$ cat config.mk
export PLATFORM = sky130hd
export DESIGN_NAME = outer_spiral_scan
export DESIGN_NICKNAME = d
export VERILOG_FILES = /design/src/hdl/oss_pkg.sv /design/src/hdl/oss_spiral_gen.sv /design/src/hdl/outer_spiral_scan.sv
export VERILOG_INCLUDE_DIRS = /design/src /design/src/hdl
export SDC_FILE = /design/constraint.sdc
export NUM_CORES = 2
export LEC_CHECK = 0
export BUFFER_PORTS_ARGS = -buffer_cell sky130_fd_sc_hd__buf_2
export CELL_PAD_IN_SITES_DETAIL_PLACEMENT = 1
export CELL_PAD_IN_SITES_GLOBAL_PLACEMENT = 2
export CORE_MARGIN = 2
export CORE_UTILIZATION = 29
export DETAILED_ROUTE_END_ITERATION = 10
export PLACE_DENSITY = 0.58
export REMOVE_ABC_BUFFERS = 1
export SKIP_CTS_REPAIR_TIMING = 1
export SYNTH_ARGS = -nofsm -noshare
export SYNTH_HDL_FRONTEND = slang
export SYNTH_HIERARCHICAL = 1
export SYNTH_SLANG_ARGS = --single-unit
export TNS_END_PERCENT = 50
$ cat constraint.sdc
create_clock -name clk -period 13 [get_ports clk]
set_clock_uncertainty 0.05 [all_clocks]
set_input_delay 0.65 -clock clk [delete_from_list [all_inputs] [get_ports clk]]
set_output_delay 0.65 -clock clk [all_outputs]
set_load 0.03 [all_outputs]
$ cat src/hdl/outer_spiral_scan_macros.svh
// ----------------------------------------------------------------------------
// outer_spiral_scan_macros.svh
// Assertion macros for the spiral scan block. Empty in synthesis builds.
// ----------------------------------------------------------------------------
`ifndef OUTER_SPIRAL_SCAN_MACROS_SVH
`define OUTER_SPIRAL_SCAN_MACROS_SVH

`ifndef SYNTHESIS

// Clocked check, disabled while reset is asserted
`define OSS_ASSERT(label, prop, msg) \
  label: assert property (@(posedge clk) disable iff (!rst_n) prop) else $error(msg);

// Clocked check that also holds during reset
`define OSS_ASSERT_ALWAYS(label, prop, msg) \
  label: assert property (@(posedge clk) prop) else $error(msg);

`else

`define OSS_ASSERT(label, prop, msg)
`define OSS_ASSERT_ALWAYS(label, prop, msg)

`endif

`endif

$ cat src/hdl/oss_pkg.sv
// ----------------------------------------------------------------------------
// oss_pkg
// Shared types for the spiral scan block: walker states and step status.
// ----------------------------------------------------------------------------
package oss_pkg;

  // Spiral walker: idle, then one state per edge of the current ring
  typedef enum logic [2:0] {
    OSS_IDLE,
    OSS_TOP,
    OSS_RIGHT,
    OSS_BOTTOM,
    OSS_LEFT
  } oss_state_t;

  // Status of the current walker step
  typedef struct packed {
    logic valid;  // a coordinate is presented this cycle
    logic last;   // it is the final coordinate of the scan
  } oss_step_t;

endpackage

$ cat src/hdl/oss_spiral_gen.sv
// ----------------------------------------------------------------------------
// oss_spiral_gen
// Walks the coordinates of an N x N matrix in clockwise spiral order, one
// coordinate per cycle, ring by ring from the outside in.
// ----------------------------------------------------------------------------
module oss_spiral_gen
  import oss_pkg::*;
#(
  parameter int MAX_SIDE = 8,
  parameter int CW       = (MAX_SIDE > 2) ? $clog2(MAX_SIDE) : 1
) (
  input  logic          clk,
  input  logic          rst_n,
  input  logic          launch,
  input  logic [3:0]    side,
  output logic [CW-1:0] row,
  output logic [CW-1:0] col,
  output oss_step_t     step
);

  oss_state_t    state_r, state_nxt;
  logic [CW-1:0] lo_r, lo_nxt;
  logic [CW-1:0] hi_r, hi_nxt;
  logic [CW-1:0] row_r, row_nxt;
  logic [CW-1:0] col_r, col_nxt;
  logic [3:0]    side_m1;
  logic          ring_wide;   // hi > lo
  logic          ring_deep;   // hi > lo + 1

  assign side_m1   = side - 4'd1;
  assign ring_wide = hi_r > lo_r;
  assign ring_deep = {1'b0, hi_r} > ({1'b0, lo_r} + {{CW{1'b0}}, 1'b1});

  // Next state and coordinate update
  always_comb begin
    state_nxt = state_r;
    lo_nxt    = lo_r;
    hi_nxt    = hi_r;
    row_nxt   = row_r;
    col_nxt   = col_r;
    unique case (state_r)
      OSS_IDLE: begin
        if (launch) begin
          state_nxt = OSS_TOP;
          lo_nxt    = '0;
          hi_nxt    = side_m1[CW-1:0];
          row_nxt   = '0;
          col_nxt   = '0;
        end
      end
      OSS_TOP: begin
        if (col_r == hi_r) begin
          if (ring_wide) begin
            state_nxt = OSS_RIGHT;
            row_nxt   = row_r + 1'b1;
          end else begin
            state_nxt = OSS_IDLE;
          end
        end else begin
          col_nxt = col_r + 1'b1;
        end
      end
      OSS_RIGHT: begin
        if (row_r == hi_r) begin
          state_nxt = OSS_BOTTOM;
          col_nxt   = col_r - 1'b1;
        end else begin
          row_nxt = row_r + 1'b1;
        end
      end
      OSS_BOTTOM: begin
        if (col_r == lo_r) begin
          if (ring_deep) begin
            state_nxt = OSS_LEFT;
            row_nxt   = row_r - 1'b1;
          end else begin
            state_nxt = OSS_IDLE;
          end
        end else begin
          col_nxt = col_r - 1'b1;
        end
      end
      OSS_LEFT: begin
        if (row_r == lo_r + 1'b1) begin
          // move to the next inner ring
          state_nxt = OSS_TOP;
          lo_nxt    = lo_r + 1'b1;
          hi_nxt    = hi_r - 1'b1;
          row_nxt   = lo_r + 1'b1;
          col_nxt   = lo_r + 1'b1;
        end else begin
          row_nxt = row_r - 1'b1;
        end
      end
      default: state_nxt = OSS_IDLE;
    endcase
  end

  // Step status: the final coordinate is the one that returns to idle
  always_comb begin
    step.valid = 1'b1;
    step.last  = 1'b0;
    unique case (state_r)
      OSS_IDLE:   step.valid = 1'b0;
      OSS_TOP:    step.last  = (col_r == hi_r) && !ring_wide;
      OSS_RIGHT:  step.last  = 1'b0;
      OSS_BOTTOM: step.last  = (col_r == lo_r) && !ring_deep;
      OSS_LEFT:   step.last  = 1'b0;
      default:    step.valid = 1'b0;
    endcase
  end

  assign row = row_r;
  assign col = col_r;

  // Walker registers
  always_ff @(posedge clk) begin
    if (!rst_n) begin
      state_r <= OSS_IDLE;
    end else begin
      state_r <= state_nxt;
    end
    lo_r  <= lo_nxt;
    hi_r  <= hi_nxt;
    row_r <= row_nxt;
    col_r <= col_nxt;
  end

endmodule

$ cat src/hdl/outer_spiral_scan.sv
// ----------------------------------------------------------------------------
// outer_spiral_scan
// Loads an N x N matrix in row-major order and plays it back in clockwise
// spiral order.
// ----------------------------------------------------------------------------
// Elements are taken one per cycle while busy is low and written straight
// into the matrix memory. The transfer that completes the matrix starts the
// scan: busy rises on the next cycle and stays high until the last
// coordinate has been read, one memory read per coordinate. Each result
// appears on out_value for exactly one cycle with out_valid, in the cycle
// after its read, so results arrive back to back, the final one with
// out_last_out. The receiver cannot stall the scan; it must take every
// strobe. Loading is held off while busy, so the next matrix cannot be
// loaded during a scan; the final result appears in the cycle after the
// last scan step and overlaps the next load. The first element of the next
// matrix can be taken in that same cycle.
// cfg_side_length sets N (0 acts as 1, values above MAX_SIDE act as
// MAX_SIDE) and restarts loading at the top left corner; write it only while
// the block is idle.
// ----------------------------------------------------------------------------
`include "outer_spiral_scan_macros.svh"

module outer_spiral_scan
  import oss_pkg::*;
#(
  parameter int MAX_SIDE = 8
) (
  input  logic               clk,
  input  logic               rst_n,
  // element load channel
  input  logic               start,
  output logic               busy,
  input  logic signed [31:0] in_element,
  // spiral result channel
  output logic               out_valid,
  output logic signed [31:0] out_value,
  output logic               out_last_out,
  // side length register write
  input  logic               cfg_valid,
  output logic               cfg_ready,
  input  logic [3:0]         cfg_side_length
);

  localparam int DEPTH = MAX_SIDE * MAX_SIDE;
  localparam int AW    = (DEPTH > 1) ? $clog2(DEPTH) : 1;
  localparam int LW    = $clog2(DEPTH + 1);
  localparam int CW    = (MAX_SIDE > 2) ? $clog2(MAX_SIDE) : 1;
  localparam int PW    = CW + 4;

  logic [3:0]         side_r, side_nxt;
  logic [3:0]         side_eff;
  logic [7:0]         total;
  logic [LW-1:0]      load_count_r, load_count_nxt;
  logic [LW-1:0]      cnt_inc;
  logic               in_xfer;
  logic               cfg_xfer;
  logic               completing;
  logic [CW-1:0]      scan_row;
  logic [CW-1:0]      scan_col;
  oss_step_t          step;
  logic [PW-1:0]      rd_lin;
  logic [AW-1:0]      rd_addr;
  logic signed [31:0] mem [DEPTH];
  logic signed [31:0] rd_data_r;
  logic               out_valid_r;
  logic               out_last_r;

  // Handshakes
  assign cfg_ready = 1'b1;
  assign cfg_xfer  = cfg_valid && cfg_ready;
  assign busy      = step.valid;
  assign in_xfer   = start && !busy;

  // Effective side: zero acts as one, saturate at the maximum
  always_comb begin
    if (side_r == 4'd0) begin
      side_eff = 4'd1;
    end else if (side_r > 4'(MAX_SIDE)) begin
      side_eff = 4'(MAX_SIDE);
    end else begin
      side_eff = side_r;
    end
  end

  assign total      = {4'd0, side_eff} * {4'd0, side_eff};
  assign cnt_inc    = load_count_r + 1'b1;
  assign completing = in_xfer && (8'(cnt_inc) == total);

  // Side register and load counter
  always_comb begin
    side_nxt       = side_r;
    load_count_nxt = load_count_r;
    if (cfg_xfer) begin
      side_nxt       = cfg_side_length;
      load_count_nxt = '0;
    end else if (in_xfer) begin
      load_count_nxt = completing ? '0 : cnt_inc;
    end
  end

  always_ff @(posedge clk) begin
    if (!rst_n) begin
      side_r       <= 4'd4;
      load_count_r <= '0;
    end else begin
      side_r       <= side_nxt;
      load_count_r <= load_count_nxt;
    end
  end

  // Spiral coordinate walker
  oss_spiral_gen #(
    .MAX_SIDE (MAX_SIDE),
    .CW       (CW)
  ) u_gen (
    .clk    (clk),
    .rst_n  (rst_n),
    .launch (completing),
    .side   (side_eff),
    .row    (scan_row),
    .col    (scan_col),
    .step   (step)
  );

  // Read address: row * N + col
  assign rd_lin  = PW'(scan_row) * PW'(side_eff) + PW'(scan_col);
  assign rd_addr = rd_lin[AW-1:0];

  // Matrix memory: one write port for loading, one registered read port
  always_ff @(posedge clk) begin
    if (in_xfer) begin
      mem[load_count_r[AW-1:0]] <= in_element;
    end
    rd_data_r <= mem[rd_addr];
  end

  // Result strobe follows the read in the next cycle
  always_ff @(posedge clk) begin
    if (!rst_n) begin
      out_valid_r <= 1'b0;
      out_last_r  <= 1'b0;
    end else begin
      out_valid_r <= step.valid;
      out_last_r  <= step.valid && step.last;
    end
  end

  assign out_valid    = out_valid_r;
  assign out_value    = rd_data_r;
  assign out_last_out = out_last_r;

  // Checks
  `OSS_ASSERT(a_strobe_from_scan, out_valid |-> $past(busy), "result without a scan step")
  `OSS_ASSERT(a_last_ends_burst, (out_valid && out_last_out) |=> !out_valid, "strobe after last")
  `OSS_ASSERT(a_complete_starts, completing |=> busy, "completed matrix did not start a scan")
  `OSS_ASSERT(a_count_in_range, !busy |-> (8'(load_count_r) < total), "load count past matrix")

endmodule
# Yosys cells after proc, flatten, opt, wreduce, memory -nomap -nowiden
# Memories as Yosys holds them, arrays and structs flattened. A register that Yosys moved wholly into a read port is not among the register bits.
# Cells that the tools add are included.
dict set report word_totals {
  wordCells 95
  mem_bits_ro 0
  latchBits 0
  ramBits 2048
  regBits 28
  n_memories 1
  in_bits 40
}
# memory words word_bits rd rd_clocked_by_memory_dff write_ports line
set memory_table {}
lappend memory_table {mem 64 32 1 1 1 outer_spiral_scan.sv:63} ;# logic signed [31:0] mem [DEPTH];
dict set report classes {
  mux 32
  multipliers 2
  n_bitwise 1
  n_addsub 10
  order_cmp 3
  n_shift 0
  reduce_logical 18
  eq_ne 19
  n_div 0
}
# op count
set ops {}
lappend ops {{$mux W3} 19}
lappend ops {{$pmux W3 S5} 3}
lappend ops {{$eq A3 B3 Y1} 4}
lappend ops {{$ne A2 B1 Y1 const B} 6}
lappend ops {{$pmux W3 S2} 2}
lappend ops {{$sub A3 B1 Y3 const B} 4}
lappend ops {{$add A3 B1 Y3 const B} 3}
lappend ops {{$eq A7 B8 Y1} 1}
lappend ops {{$mul A4 B4 Y8} 1}
lappend ops {{$mux W4} 2}
lappend ops {{$ne A2 B2 Y1 const B} 4}
lappend ops {{$add A7 B1 Y7 const B} 1}
lappend ops {{$mux W7} 1}
lappend ops {{$reduce_and A7 Y1} 1}
lappend ops {{$add A6 B3 Y6} 1}
lappend ops {{$eq A3 B2 Y1 const B} 2}
lappend ops {{$mul A3 B4 Y6} 1}
lappend ops {{$reduce_and A6 Y1} 1}
lappend ops {{$logic_and A1 B1 Y1} 5}
lappend ops {{$reduce_and A5 Y1} 1}
lappend ops {{$reduce_bool A5 Y1} 1}
lappend ops {{$add A3 B1 Y4 const B} 1}
lappend ops {{$gt A3 B4 Y1} 1}
lappend ops {{$gt A4 B4 Y1 const B} 1}
lappend ops {{other kinds (14)} 18}

# Depth between registers and ports, before layout
dict set report logic_depth {
  word_depth 8
  depth_mapped 17
}

# By module
# The synthesis kept the hierarchy.
# module n_inst area_each_um2 cells_per_inst seq_area_each_um2
set by_module_without_submodules {}
lappend by_module_without_submodules {outer_spiral_scan 1 79128.4 3436 62399.8}
lappend by_module_without_submodules {oss_spiral_gen 1 1335.0 143 420.4}

# Worst setup path before layout
# OpenSTA, ideal clock, no wires.
dict set report synth_timing {
  path_type {reg-to-reg}
  startpoint {reg side_r[0]}
  endpoint {reg rd_data_r[30] (netlist: out_value[30]), read port of mem}
  slack_ns 8.654
  path_buffers 3
  setup_ns 0.134
  synth_period_minus_slack_ns 4.346
  path_stages_with_launch 15
  arrival_ns 4.162
  cell_sequence {dfxtp_1 -> o21ba_2 -> nor2_1 -> and2_1 -> fa_1 -> fa_1 -> inv_1 -> fa_1 -> buf_2 -> clkbuf_1 -> clkbuf_1 -> mux4_2 -> a22oi_1 -> a21oi_1 -> or4_1}
}
dict set report synth_via {
  elab_chain_len 5
  elab_cells_between_ends 6
}
# element line
set synth_rtl {}
lappend synth_rtl {{start: declaration} outer_spiral_scan.sv:50} ;# logic [3:0] side_r, side_nxt;
lappend synth_rtl {{start signal: assignment} outer_spiral_scan.sv:106} ;# side_r <= side_nxt;
lappend synth_rtl {{$gt A4 B4 Y1} outer_spiral_scan.sv:78} ;# end else if (side_r > 4'(MAX_SIDE)) begin
lappend synth_rtl {{$mux W4} outer_spiral_scan.sv:78}
lappend synth_rtl {{$mux W4 (*)} outer_spiral_scan.sv:76} ;# if (side_r == 4'd0) begin
lappend synth_rtl {{net side_eff[0]} outer_spiral_scan.sv:51} ;# logic [3:0] side_eff;
lappend synth_rtl {{$mul A3 B4 Y6 (*)} outer_spiral_scan.sv:126} ;# assign rd_lin = PW'(scan_row) * PW'(side_eff) + PW'(scan_col);
lappend synth_rtl {{$add A6 B3 Y6 (*)} outer_spiral_scan.sv:126}
lappend synth_rtl {{end: declaration} outer_spiral_scan.sv:64} ;# logic signed [31:0] rd_data_r;
# The timed path passes the listed nets; every way through them passes the cells marked *.
# A chain may end at the register's enable or synchronous reset.

# Worst setup path in the final report
dict set report layout_timing {
  startpoint {reg side_r[1]}
  endpoint {reg rd_data_r[17] (netlist: out_value[17]), read port of mem}
}
dict set report layout_via {
  elab_chain_len 5
  elab_cells_between_ends 6
}
# element line
set layout_rtl {}
lappend layout_rtl {{$gt A4 B4 Y1} outer_spiral_scan.sv:78}
lappend layout_rtl {{$mux W4} outer_spiral_scan.sv:78}
lappend layout_rtl {{$mux W4 (*)} outer_spiral_scan.sv:76}
lappend layout_rtl {{$mul A3 B4 Y6 (*)} outer_spiral_scan.sv:126}
lappend layout_rtl {{$add A6 B3 Y6 (*)} outer_spiral_scan.sv:126}
# Every way passes the cells marked *; elsewhere a longest branch is shown, timed or not.

==> impl_metrics.json <==
{
  "finalPower_mw": 15.4,
  "relSlewSlack_pct": 16.2,
  "setup_tns_ns": 0,
  "critical_path.top_delay_family": "buffers and inverters",
  "clk_pin_slew_worst_paths_ns": 0.06,
  "cp-start-kind": "flop",
  "fin_nets": 3854,
  "rsz0062_at_grt": "no",
  "tightest_slew_ns": 1.26,
  "coreArea_sq_mm": 0.276,
  "wl_um": 236000,
  "globalplace.congestion": 0.717,
  "period_needed_ns": 6.93,
  "path_class": "flop to flop",
  "cts_buffers": 212,
  "dp_hpwl_um": 123000,
  "p_leak_nw": 28.2,
  "crit_buf_inv": 4,
  "drt_iter0_markers": 4172,
  "synth_area_sq_mm": 0.0805,
  "viasPerCell": 5.09,
  "cp.required_ns": 13.65,
  "layout_commonest_cell": "edfxtp_1",
  "synthToLayoutAreaGrowth_pct": 15.4,
  "io_buffers": 74,
  "finalHoldViolations": 0,
  "hp-class": "input port to flop",
  "grt_pass1_wl_um": 330000,
  "setup_violations": 0,
  "grt_use_total_pct": 16.7,
  "critPathMaxFanout": 123,
  "max_freq_mhz": 144,
  "die_h_um": 531,
  "setup.worst_path.end_class": "flop",
  "ys_warn_count": 6,
  "cp.arrival_ns": 7.58,
  "max_stage_delay_ns": 0.98,
  "layout-drive-gt1-share_pct": 27.7,
  "slew_viol_final": 0,
  "whs_ns": 0.0173,
  "dp.cells": 7275,
  "drt-pass1-iter-count": 7,
  "cts_tree": "done",
  "worstPathCellList": "nor2b_1, and2_1, fa_1, fa_1, inv_1, fa_4, buf_12, buf_4, buf_4, mux4_2, a22oi_1, a21oi_1, or4_1",
  "fp.dieArea_sq_mm": 0.282,
  "cts_max_path_buffers": 3,
  "cts-root-buf": "clkbuf_16",
  "grt_max_degree": 124,
  "drc": 0,
  "fillers": 27200,
  "final_antenna_net_count": 0,
  "grt_pass1_vias": 41400,
  "routedWlPerCell_um": 30.7,
  "clock-sinks": 2108,
  "place_ws_ns": 5.98,
  "fp.dieW_um": 531,
  "clock_latency_ns": 0.87,
  "layout_setup_ws_ns": 6.07,
  "initial_core_util_pct": 29.1,
  "num_vias": 39100,
  "final_cell_mix": "edfxtp_1 (2060), mux4_2 (512), clkbuf_16 (213), a22oi_1 (188), buf_4 (109)",
  "fp-row-count": 193,
  "pwr_density_cell_mw_per_mm2": 166,
  "h-tree-depth": 4,
  "grt_overflow": 0,
  "fin_crit_sh_pct": 53.3,
  "slowest_stage": "fa_4",
  "io_pins": 76,
  "syn-instance-count": 3578,
  "status": "completed",
  "final_cells": 7679,
  "drv_cap": 0,
  "avgSynthCellArea_sq_um": 22.5,
  "vdd_drop_max_uv": 140,
  "antenna_found_initial": 16
}
[per-layer routing]
layer,up-vias,GRT usage [%],wire length [um]
li1,15700,-,-
met1,22000,23.9,105000
met2,1143,27.3,115000
met3,255,2.39,12500
met4,0,3.10,3530
met5,-,0,0
[flip-flops by register name, summed over array words and instances (netlist names), 3 cells and up]
name,cells
side_r,4
u_gen/state_r,3
u_gen/col,3
load_count_r,7
u_gen/row,3
u_gen/hi_r,3
mem,2048
u_gen/lo_r,3
out_value,32
[worst register-to-register path, delay by kind of cell (launching register included)]
kind            cells  cell delay, ns
mux                 1            0.41
flops               1            0.41
buf+inv             4            2.38
simple gates        3            1.13
compound gates      2            0.44
fa+ha+maj           3            1.96
[worst paths after layout]
path / start / to / slack (ns) / cells past startpoint
max: side_r[1] / out_value[17] / 6.07 / 13
min: rst_n / side_r[2] / 0.02 / 2
max reg2reg: side_r[1] / out_value[17] / 6.07 / 13
min reg2reg: side_r[2] / side_r[2] / 0.52 / 2
[metrics by stage]
step,util [%],cell area [sq um]
finish,33.6,92900
global placement,31.1,86000
CTS,33.6,92800
detailed placement,31.1,86000
global route,33.6,92900
floorplan,-,79500
[power breakdown]
| part | leakage, nW | internal [mW] | switching, mW |
|---|---|---|---|
| clock | 3.28 | 3.37 | 2.64 |
| combinational | 5.96 | 0.621 | 1.17 |
| sequential | 18.9 | 7.52 | 0.0880 |
[area by class of cell]
cell class                      count  area [sq um]  share of cell area, %
Clock buffer                      289          5800                   6.24
Antenna cell                        3          7.51                0.00808
Timing Repair Buffer              192          1350                   1.45
Clock inverter                    110          1020                   1.10
Inverter                           22          82.6                 0.0889
Tap cell                         3705          4640                   4.99
Sequential cell                  2108         62800                   67.6
Multi-Input combinational cell   1250         17200                   18.5
Power figures use the tool's default switching activity.
